## src/rtl/core/hsc_pkg.sv

```systemverilog
// ----------------------------------------------------------------------------
// hsc_pkg: shared definitions for the Hamming SEC codec
// Field widths, operation and status codes, and the fixed bit mappings of
// the codeword: message scatter, syndrome tree and parity count.
// ----------------------------------------------------------------------------
package hsc_pkg;

  localparam int MaxMessageBits = 57;
  localparam int MsgW           = 57;
  localparam int CodeW          = 63;
  localparam int SynW           = 6;
  localparam int CfgW           = 6;
  localparam logic [CfgW-1:0] MsgBitsReset = 6'd57;

  typedef enum logic {
    OP_ENCODE = 1'b0,
    OP_CHECK  = 1'b1
  } op_e;

  typedef enum logic [1:0] {
    ST_OK        = 2'd0,
    ST_CORRECTED = 2'd1,
    ST_BEYOND    = 2'd2
  } status_e;

  // Place message bits in ascending order into the non-power-of-two positions
  function automatic logic [CodeW-1:0] scatter_msg(input logic [MsgW-1:0] msg);
    logic [CodeW-1:0] w;
    int               k;
    w = '0;
    k = 0;
    for (int p = 1; p <= CodeW; p++) begin
      if ((p & (p - 1)) != 0) begin
        w[p-1] = msg[k];
        k++;
      end
    end
    return w;
  endfunction

  // XOR of the positions of all set bits
  function automatic logic [SynW-1:0] syndrome_of(input logic [CodeW-1:0] w);
    logic [SynW-1:0] s;
    s = '0;
    for (int p = 1; p <= CodeW; p++) begin
      if (w[p-1]) begin
        s = s ^ SynW'(p);
      end
    end
    return s;
  endfunction

  // Smallest r with m + r + 1 <= 2^r
  function automatic logic [2:0] parity_count(input logic [CfgW-1:0] m);
    logic [2:0] r;
    r = 3'd6;
    for (int k = 5; k >= 0; k--) begin
      if (int'(m) + k + 1 <= (1 << k)) begin
        r = 3'(k);
      end
    end
    return r;
  endfunction

endpackage

```

## src/rtl/core/hamming_sec_codec_core.sv

```systemverilog
// ----------------------------------------------------------------------------
// hamming_sec_codec_core: pipelined Hamming single-error-correcting codec
// Encodes a message or checks and corrects a received codeword, even parity,
// with the codeword length set by the message_bits register.
// ----------------------------------------------------------------------------
// Usage:
//   Input stream: s_axis_tuser_i selects encode or check, s_axis_tdata_i
//   carries the message and the received codeword. Output stream:
//   m_axis_tdata_o carries the codeword, the syndrome and the status.
//   One result item leaves for every input item, in order.
//   An item passes three register stages (scatter and mask, syndrome XOR
//   tree, correction and parity insert), and m_axis_tvalid_o rises when it
//   reaches the third; throughput is one item per cycle while the receiver
//   does not hold m_axis_tready_i low.
//   The APB port holds message_bits (byte address 0); write it only while no
//   item is in flight.
//   Reset empties the pipeline and sets message_bits to 57.
//   When the receiver holds m_axis_tready_i low with a result waiting, the
//   whole pipeline holds and s_axis_tready_o falls in the same cycle; nothing
//   is dropped or repeated.
// ----------------------------------------------------------------------------
module hamming_sec_codec_core #(
  parameter int MAX_MESSAGE_BITS = hsc_pkg::MaxMessageBits
) (
  input  logic         clk_i,
  input  logic         rst_ni,
  // APB configuration port
  input  logic         psel_i,
  input  logic         penable_i,
  input  logic         pwrite_i,
  input  logic [2:0]   paddr_i,
  input  logic [31:0]  pwdata_i,
  output logic [31:0]  prdata_o,
  output logic         pready_o,
  // input stream
  input  logic         s_axis_tvalid_i,
  output logic         s_axis_tready_o,
  input  logic [119:0] s_axis_tdata_i,   // [56:0] message, [119:57] received
  input  logic         s_axis_tuser_i,   // [0] op
  // output stream
  output logic         m_axis_tvalid_o,
  input  logic         m_axis_tready_i,
  output logic [71:0]  m_axis_tdata_o    // [62:0] codeword, [68:63] syndrome,
                                         // [70:69] status, [71] zero
);

  localparam logic [hsc_pkg::CfgW-1:0] MaxM = hsc_pkg::CfgW'(MAX_MESSAGE_BITS);

  // configuration
  logic [hsc_pkg::CfgW-1:0]  message_bits_q;
  logic [hsc_pkg::CfgW-1:0]  m_eff;
  logic [2:0]                r_cnt;
  logic [hsc_pkg::SynW-1:0]  n_len;
  logic [hsc_pkg::CodeW-1:0] n_mask;
  logic [hsc_pkg::MsgW-1:0]  m_mask;
  logic                      cfg_wr;

  // pipeline
  logic                      en;
  logic                      v1_q, v2_q, v3_q;
  hsc_pkg::op_e              op1_q, op2_q;
  logic [hsc_pkg::CodeW-1:0] w1_d, w1_q, w2_q;
  logic [hsc_pkg::SynW-1:0]  syn2_q;
  logic [hsc_pkg::CodeW-1:0] cw3_d, cw3_q;
  logic [hsc_pkg::SynW-1:0]  syn3_d, syn3_q;
  hsc_pkg::status_e          st3_d, st3_q;
  hsc_pkg::op_e              op_in;

  assign pready_o = 1'b1;
  assign cfg_wr   = psel_i & penable_i & pwrite_i & ~paddr_i[2];
  assign prdata_o = paddr_i[2] ? 32'd0 : {26'd0, message_bits_q};

  always_ff @(posedge clk_i or negedge rst_ni) begin
    if (!rst_ni) begin
      message_bits_q <= hsc_pkg::MsgBitsReset;
    end else if (cfg_wr) begin
      message_bits_q <= pwdata_i[hsc_pkg::CfgW-1:0];
    end
  end

  always_comb begin
    if (message_bits_q == '0) begin
      m_eff = hsc_pkg::CfgW'(1);
    end else if (message_bits_q > MaxM) begin
      m_eff = MaxM;
    end else begin
      m_eff = message_bits_q;
    end
    r_cnt = hsc_pkg::parity_count(m_eff);
    n_len = m_eff + hsc_pkg::SynW'(r_cnt);
    for (int i = 0; i < hsc_pkg::CodeW; i++) begin
      n_mask[i] = (i < int'(n_len));
    end
    for (int i = 0; i < hsc_pkg::MsgW; i++) begin
      m_mask[i] = (i < int'(m_eff));
    end
  end

  // advance the whole pipeline unless a finished result is held
  assign en              = ~v3_q | m_axis_tready_i;
  assign s_axis_tready_o = en;
  assign op_in           = hsc_pkg::op_e'(s_axis_tuser_i);

  // stage 1: build the working word
  always_comb begin
    if (op_in == hsc_pkg::OP_CHECK) begin
      w1_d = s_axis_tdata_i[119:57] & n_mask;
    end else begin
      w1_d = hsc_pkg::scatter_msg(s_axis_tdata_i[56:0] & m_mask);
    end
  end

  // stage 3: parity insert or correction
  always_comb begin
    cw3_d  = w2_q;
    syn3_d = '0;
    st3_d  = hsc_pkg::ST_OK;
    case (op2_q)
      hsc_pkg::OP_ENCODE: begin
        for (int t = 0; t < hsc_pkg::SynW; t++) begin
          if (syn2_q[t]) begin
            cw3_d[(1 << t) - 1] = 1'b1;
          end
        end
      end
      hsc_pkg::OP_CHECK: begin
        syn3_d = syn2_q;
        if (syn2_q == '0) begin
          st3_d = hsc_pkg::ST_OK;
        end else if (syn2_q <= n_len) begin
          st3_d = hsc_pkg::ST_CORRECTED;
          for (int i = 0; i < hsc_pkg::CodeW; i++) begin
            if (syn2_q == hsc_pkg::SynW'(i + 1)) begin
              cw3_d[i] = ~w2_q[i];
            end
          end
        end else begin
          st3_d = hsc_pkg::ST_BEYOND;
        end
      end
      default: begin
        st3_d = hsc_pkg::ST_OK;
      end
    endcase
  end

  always_ff @(posedge clk_i or negedge rst_ni) begin
    if (!rst_ni) begin
      v1_q <= 1'b0;
      v2_q <= 1'b0;
      v3_q <= 1'b0;
    end else if (en) begin
      v1_q <= s_axis_tvalid_i;
      v2_q <= v1_q;
      v3_q <= v2_q;
    end
  end

  always_ff @(posedge clk_i) begin
    if (en) begin
      op1_q  <= op_in;
      w1_q   <= w1_d;
      op2_q  <= op1_q;
      w2_q   <= w1_q;
      syn2_q <= hsc_pkg::syndrome_of(w1_q);
      cw3_q  <= cw3_d;
      syn3_q <= syn3_d;
      st3_q  <= st3_d;
    end
  end

  assign m_axis_tvalid_o = v3_q;
  assign m_axis_tdata_o  = {1'b0, st3_q, syn3_q, cw3_q};

  // a clean result carries no syndrome
  a_ok_no_syn : assert property (@(posedge clk_i) disable iff (!rst_ni)
    (v3_q && st3_q == hsc_pkg::ST_OK) |-> syn3_q == '0)
    else $error("status OK with non-zero syndrome");

  // a correction or an overrun needs a syndrome
  a_err_syn : assert property (@(posedge clk_i) disable iff (!rst_ni)
    (v3_q && st3_q != hsc_pkg::ST_OK) |-> syn3_q != '0)
    else $error("error status with zero syndrome");

  // a result only appears from a filled second stage
  a_out_src : assert property (@(posedge clk_i) disable iff (!rst_ni)
    $rose(v3_q) |-> $past(v2_q))
    else $error("result appeared without an item in stage 2");

endmodule
```

## config.mk

```make
export PLATFORM = sky130hd
export DESIGN_NAME = hamming_sec_codec_core
export DESIGN_NICKNAME = d
export VERILOG_FILES = /design/src/rtl/core/hsc_pkg.sv /design/src/rtl/core/hamming_sec_codec_core.sv
export SDC_FILE = /design/constraint.sdc
export NUM_CORES = 1
export LEC_CHECK = 0
export BUFFER_PORTS_ARGS = -buffer_cell sky130_fd_sc_hd__buf_2
export CAP_MARGIN = 20
export CORE_MARGIN = 4
export CORE_UTILIZATION = 41
export CTS_CLUSTER_DIAMETER = 60
export DETAILED_ROUTE_END_ITERATION = 16
export GPL_TIMING_DRIVEN = 0
export PLACE_DENSITY_LB_ADDON = 0.12
export SYNTH_ARGS = -nofsm -noshare
export SYNTH_HDL_FRONTEND = slang
export SYNTH_SLANG_ARGS = --single-unit
```

## constraint.sdc

```tcl
create_clock -name clk_i -period 6.9 [get_ports clk_i]
set_input_delay 0.345 -clock clk_i [delete_from_list [all_inputs] [get_ports clk_i]]
set_output_delay 0.345 -clock clk_i [all_outputs]
set_load 0.02 [all_outputs]
```

# [Word-level counts from Yosys, hierarchy flattened]
# Index checks and enable logic that the tools add are counted.
[op_classes] bitwise=134 n_reduce_logical=3 shift=0 div=0 muxes=441 multipliers=0 order_cmp=184 n_addsub=66 eq_ne=63
[op_table] operator="adder 32 x 2 -> 32 bit, second input constant" count=56
[op_table] operator="< comparator 32 x 8 -> 1 bit, second input constant" count=56
[op_table] operator="2-to-1 mux 32 bit" count=56
[op_table] operator="2-to-1 mux 6 bit" count=97
[op_table] operator="binary-select mux 1 bit (select 6 bit)" count=56
[op_table] operator="< comparator 6 bit, first input constant" count=56
[op_table] operator="== test 6 bit, second input constant" count=32
[op_table] operator="< comparator 5 x 6 -> 1 bit, first input constant" count=32
[op_table] operator="2-to-1 mux 63 bit" count=3
[op_table] operator="2-to-1 mux 1 bit" count=183
[op_table] operator="== test 6 x 5 -> 1 bit, second input constant" count=16
[op_table] operator="< comparator 4 x 6 -> 1 bit, first input constant" count=16
[op_table] operator="2-to-1 mux 5 bit" count=16
[op_table] operator="inverter 1 bit" count=71
[op_table] operator="AND 63 bit" count=1
[op_table] operator="inverter 3 bit" count=20
[op_table] operator="inverter 4 bit" count=15
[op_table] operator="AND 57 bit" count=1
[op_table] operator="== test 6 x 4 -> 1 bit, second input constant" count=8
[op_table] operator="< comparator 3 x 6 -> 1 bit, first input constant" count=8
[op_table] operator="adder 7 x 1 -> 8 bit, second input constant" count=4
[op_table] operator="<= comparator 32 x 3 -> 1 bit, second input constant" count=1
[op_table] operator="2-to-1 mux 4 bit" count=8
[op_table] operator="2-to-1 mux 31 bit" count=1
[op_table] operator="29 further kinds" count=78
[word_totals] romBits=0 latch_bits=0 memories=0 reg_bits=214 in_bits=163 mem_bits_rw=0

# [Longest topological paths before layout]
[logic_depth] word_depth=188 depth_mapped=27 mapped_depth_nobuf=23

# [Least setup slack after synthesis]
# OpenSTA, ideal clock, no wires.
[synth_timing] path_kind="input to register" startpoint="in m_axis_tready_i" endpoint="reg v1_q" required_time_ps=6808 arrival_ps=6282 setup_time_ps=92 slack_ps=526 cell_stages=2 path_cell_list="nand2b_1 mux2_2"
[synth_between] elab_chain_cells=1
[synth_lines] element="start: declaration" line="hamming_sec_codec_core.sv:42" source="input logic m_axis_tready_i,"
[synth_lines] element="OR 1 bit" line="hamming_sec_codec_core.sv:100" source="assign en = ~v3_q | m_axis_tready_i;"
[synth_lines] element="end signal: assignment" line="hamming_sec_codec_core.sv:153" source="v1_q <= s_axis_tvalid_i;"
[synth_lines] element="end: declaration" line="hamming_sec_codec_core.sv:60" source="logic v1_q, v2_q, v3_q;"
# No other way between the ends.
# A chain may end at the register's enable or synchronous reset.

# [Worst setup path after layout]
[layout_timing] startpoint="reg message_bits_q[5] in the netlist's numbering" endpoint="reg cw3_q[13] in the netlist's numbering (data pin)"
[layout_between] elab_chain_cells=17 elab_cells_between_ends=31 classes_between="add/sub: 11; order compare: 8; mux: 11; reduce/logical: 1"
[layout_lines] element="start: declaration" line="hamming_sec_codec_core.sv:50" source="logic [hsc_pkg::CfgW-1:0] message_bits_q;"
[layout_lines] element="start signal: assignment" line="hamming_sec_codec_core.sv:75" source="message_bits_q <= hsc_pkg::MsgBitsReset;"
[layout_lines] element="start signal: assignment" line="hamming_sec_codec_core.sv:77" source="message_bits_q <= pwdata_i[hsc_pkg::CfgW-1:0];"
[layout_lines] element="greater-than comparator 6 bit" line="hamming_sec_codec_core.sv:84" source="end else if (message_bits_q > MaxM) begin"
[layout_lines] element="2-to-1 mux 6 bit" line="hamming_sec_codec_core.sv:84"
[layout_lines] element="2-to-1 mux 6 bit (*)" line="hamming_sec_codec_core.sv:82" source="if (message_bits_q == '0) begin"
[layout_lines] element="parallel branches: the longest is 9 deep, another holds adder 32 x 2 -> 32 bit"
[layout_lines] element="adder 6 x 3 -> 6 bit (*)" line="hamming_sec_codec_core.sv:90" source="n_len = m_eff + hsc_pkg::SynW'(r_cnt);"
[layout_lines] element="<= comparator 6 bit (*)" line="hamming_sec_codec_core.sv:130" source="end else if (syn2_q <= n_len) begin"
[layout_lines] element="2-to-1 mux 63 bit (*)" line="hamming_sec_codec_core.sv:130"
[layout_lines] element="2-to-1 mux 63 bit (*)" line="hamming_sec_codec_core.sv:128" source="if (syn2_q == '0) begin"
[layout_lines] element="2-to-1 mux 7 bit (*)" line="hamming_sec_codec_core.sv:118" source="case (op2_q)"
[layout_lines] element="named net cw3_d (one bit)" line="hamming_sec_codec_core.sv:64" source="logic [hsc_pkg::CodeW-1:0] cw3_d, cw3_q;"
[layout_lines] element="end signal: assignment" line="hamming_sec_codec_core.sv:166" source="cw3_q <= cw3_d;"
[layout_lines] element="end: declaration" line="hamming_sec_codec_core.sv:64"
# Mark *: on every way through the listed nets, which the timed path passes.

==> out/results.ini <==
[floorplan]
initial_core_util_pct=41.64
die_w_um=176.2
rows=61
coreArea_mm2=0.02786
die_y_um=176.2
die_area_mm2=0.03105
ios=270

[global_routing]
overflow=0
antenna_found_initial=0
grt_pass1_wl_um=54250
first_global_vias=8563
grt_max_degree=72
track_usage_pct=23.68

[finish]
nets=1456
drive_gt1_share_pct=26.61
area_growth_pct=22.25
diodes=0
multiInputGateArea_mm2=0.004841
final_cell_area_mm2=0.01418
fillers=2553
seqCellArea_mm2=0.006386

[timing]
final.min_clock_period_ns=6.588
fin_crit_sh_pct=95.47
setup_viol=0
slew_viol_final=0
relSlewSlack_pct=44.79
fmax_mhz=151.8
hold_viol=0
worst_pin_slew_ns=0.8208
skew_ns=0.01057

[cts]
cts_tree=built
clkTransAtPathRegs_ns=0.06
numCtsBuffers=26
insertion_delay_ns=0.52
cts.sinks=214
cts_max_path_buffers=3
cts-root-buf=clkbuf_16
htreeDepth=1

[synthesis]
ys_async_sr_fraction_pct=4.206
ys_seq_elements=214
synth_largest_area_cell=edfxtp_1
seq_area_frac_synth_pct=55.05
syn-mean-instance-area_um2=11.57
synth_area_leaders=edfxtp_1 53%, xnor2_1 11%, nand3_1 2.9%, xor2_1 2.3%, nand2_1 2.3%
synth_area_mm2=0.01160
yosysUniqueCellTypes=76
yosysWarnings=0
synth_top_area_share_pct=53.07
synth_edf_count=205
ys.flop_type=edfxtp_1
syn_inst=1003

[routing]
post_drt_via_cell_ratio=5.230
drc_errors=0
wire_per_inst_um=22.74
routed-wl-met3_um=2632
wl_um=37910
drtIter0Drc=773
postRouteAntennaNets=0
route.met2.wl_um=18080
num_vias=8718
highest_layer=met4
first_pass_iters=5
wl_met1_um=15560

[place]
dpl_cell_area_mm2=0.01333
io_buffer_count=213
gp_congestion=0.9885
dp_hpwl_um=30260

[critical_path]
critPathTopFamily=compound AO/OA/AOI/OAI gates
slowest_stage=a311o_2
crit_arrival_ns=6.89
criticalPathCategory=flip-flop to flip-flop
start_kind=flip-flop
cp_common_cell=buf_2
cp.required_ns=7.21
cp_num_cells=25
r2r_cells=25
path_buf_inv=6
slowest_delay_ns=0.53
crit_path_end_kind=flip-flop
worstPathMaxFanout=10

[pwr]
pwr-share-clk_pct=17.1
power_mw=7.450
pwr-share-seq_pct=31.5
p_leak_nw=5.563
p_switching_mw=3.140
max-vdd-ir-drop_mv=0.2819
p_comb_share_pct=51.4
power.internal_mw=4.311
cellPowerDensity_mw_per_mm2=525.4
p_sw_share_pct=42.14

[flow_run]
cap_violations=0

[worst_hold_path]
min_path_cells=2
holdCritPathClass=primary input to flip-flop

[outcome]
status=finished clean

[final timing paths]
path	slack (ns)	end	from
min in group asynchronous	0.23	message_bits_q[1]$_DFFE_PN0P_	rst_ni
max	0.31	cw3_q[13]$_DFFE_PP_	message_bits_q[5]$_DFFE_PN1P_
min	0.06	message_bits_q[2]$_DFFE_PN0P_	pwdata_i[2]
max in group asynchronous	6.42	message_bits_q[4]$_DFFE_PN1P_	rst_ni
min reg2reg	0.43	op2_q$_DFFE_PP_	op1_q$_DFFE_PP_
max reg2reg	0.31	cw3_q[13]$_DFFE_PP_	message_bits_q[5]$_DFFE_PN1P_
[power groups by stage]
stage / clock, mW / combinational, mW / sequential (mW)
CTS: 1.30 / 3.80 / 2.35
detailed placement: 0 / 3.77 / 2.38
floorplan: 0 / 2.57 / 2.52
global placement: 0 / 3.74 / 2.44
finish: 1.27 / 3.83 / 2.35
global route: 1.36 / 4.13 / 2.39
[placed cells by master (no fill, tap or decap), types with 7 or more instances in the layout]
cell type and count:
o32ai_1 7, xor2_1 30, o21a_1 8, a32o_1 11, inv_1 21, nand2_1 71
conb_1 28, nor2b_1 16, clkbuf_1 31, mux2_2 8, buf_4 30, nor3_1 29
nand3b_1 7, clkbuf_16 27, and2_1 11, o21ai_1 10, o21ai_0 44, ha_1 19
nor2_1 42, o211ai_1 22, nand3_1 67, xnor2_1 146, buf_2 228, a21oi_1 31
nand2b_1 15, edfxtp_1 205
[cell families after synthesis]
group | Yosys count | synth area share [%]
other | 2 | 0.06474
and+or+nand+nor | 290 | 12.57
xor gates and xnor gates | 180 | 13.88
DFF | 214 | 55.05
adders and majority gates | 20 | 2.222
muxes | 13 | 1.208
AOI/OAI and AO/OA | 181 | 10.45
buffers and inverters | 103 | 4.552
[through the flow]
step                cells  utilization (%)  setup TNS [ns]  worst slack [ns]  hold WS [ns]
floorplan            1029                -               0            0.5262       0.04941
global placement     1620            47.51         -239.69            -1.749        0.2108
detailed placement   1623            47.84          -5.515           -0.1784        0.2152
CTS                  1668            50.78               0            0.1260       0.04070
global route         1667            50.91        -0.06251          -0.01903       0.05250
finish               1667            50.91               0            0.3125       0.06079
[cell usage after synthesis (3+ instances only)]
master,instances
dfstp_2,4
a21oi_1,31
a31oi_1,5
xor2_1,31
o21ai_1,10
a32o_1,11
clkbuf_1,27
buf_1,3
nor4_1,5
inv_2,4
o21bai_1,4
dfrtp_1,5
ha_1,19
nor3_1,30
nand4_1,3
nand3b_1,7
o21a_1,8
buf_4,30
o2111ai_1,3
nor2b_1,16
o211ai_1,22
nand2_1,72
inv_1,21
buf_2,15
a211oi_1,3
edfxtp_1,205
mux2i_1,5
nor2_1,42
o32ai_1,7
o21ai_0,44
and2_1,11
nand2b_1,16
a21o_1,3
o22ai_1,6
xnor2_1,146
nand3_1,67
and3_1,6
mux2_2,8
[registers in the layout, indices dropped and copies added, names as in the netlist]
name / count
cw3_q: 63
w1_q: 63
w2_q: 63
message_bits_q: 6
syn2_q: 6
syn3_q: 6
st3_q: 2
m_axis_tvalid_o: 1
op1_q: 1
op2_q: 1
v1_q: 1
v2_q: 1
[worst reg2reg max path, stage by stage, from the launching register on]
cell and delay [ns]:
dfstp_2 0.52, buf_2 0.25, nor2_1 0.15, a311o_2 0.53, inv_1 0.12, ha_1 0.42, nor2b_1 0.14, xnor2_1 0.15
a31oi_1 0.14, nor3_4 0.30, nor3_1 0.11, o32a_1 0.18, ha_1 0.21, fa_1 0.44, xor2_2 0.40, inv_1 0.17
buf_2 0.24, ha_1 0.32, o21a_1 0.11, o21a_1 0.16, o21ai_1 0.26, a221o_1 0.20, buf_2 0.15, buf_2 0.25
nand3_1 0.13, xnor2_1 0.30
[repair_timing]
action,in CTS,in global routing
hold buffers,1,0
gates resized for setup,2,8
hold endpoints to repair,9,0
pin swaps,0,1
endpoints found under the setup margin,58,62
setup buffers,0,0
gates cloned,0,0
[routing by layer]
metal	GRT usage [%]	vias to the layer above
li1	-	4122
met1	30.92	4082
met2	39.65	421
met3	4.497	93
met4	8.382	0
met5	0	-
[layout make-up]
class | count | area share (%)
Timing Repair Buffer | 217 | 8.170
Inverter | 27 | 0.7323
Clock inverter | 11 | 0.6970
Tap cell | 378 | 3.335
Buffer | 75 | 2.973
Multi-Input combinational cell | 712 | 34.14
Clock buffer | 33 | 4.923
Sequential cell | 214 | 45.03
No activity file was read; power rests on OpenSTA's default activity.
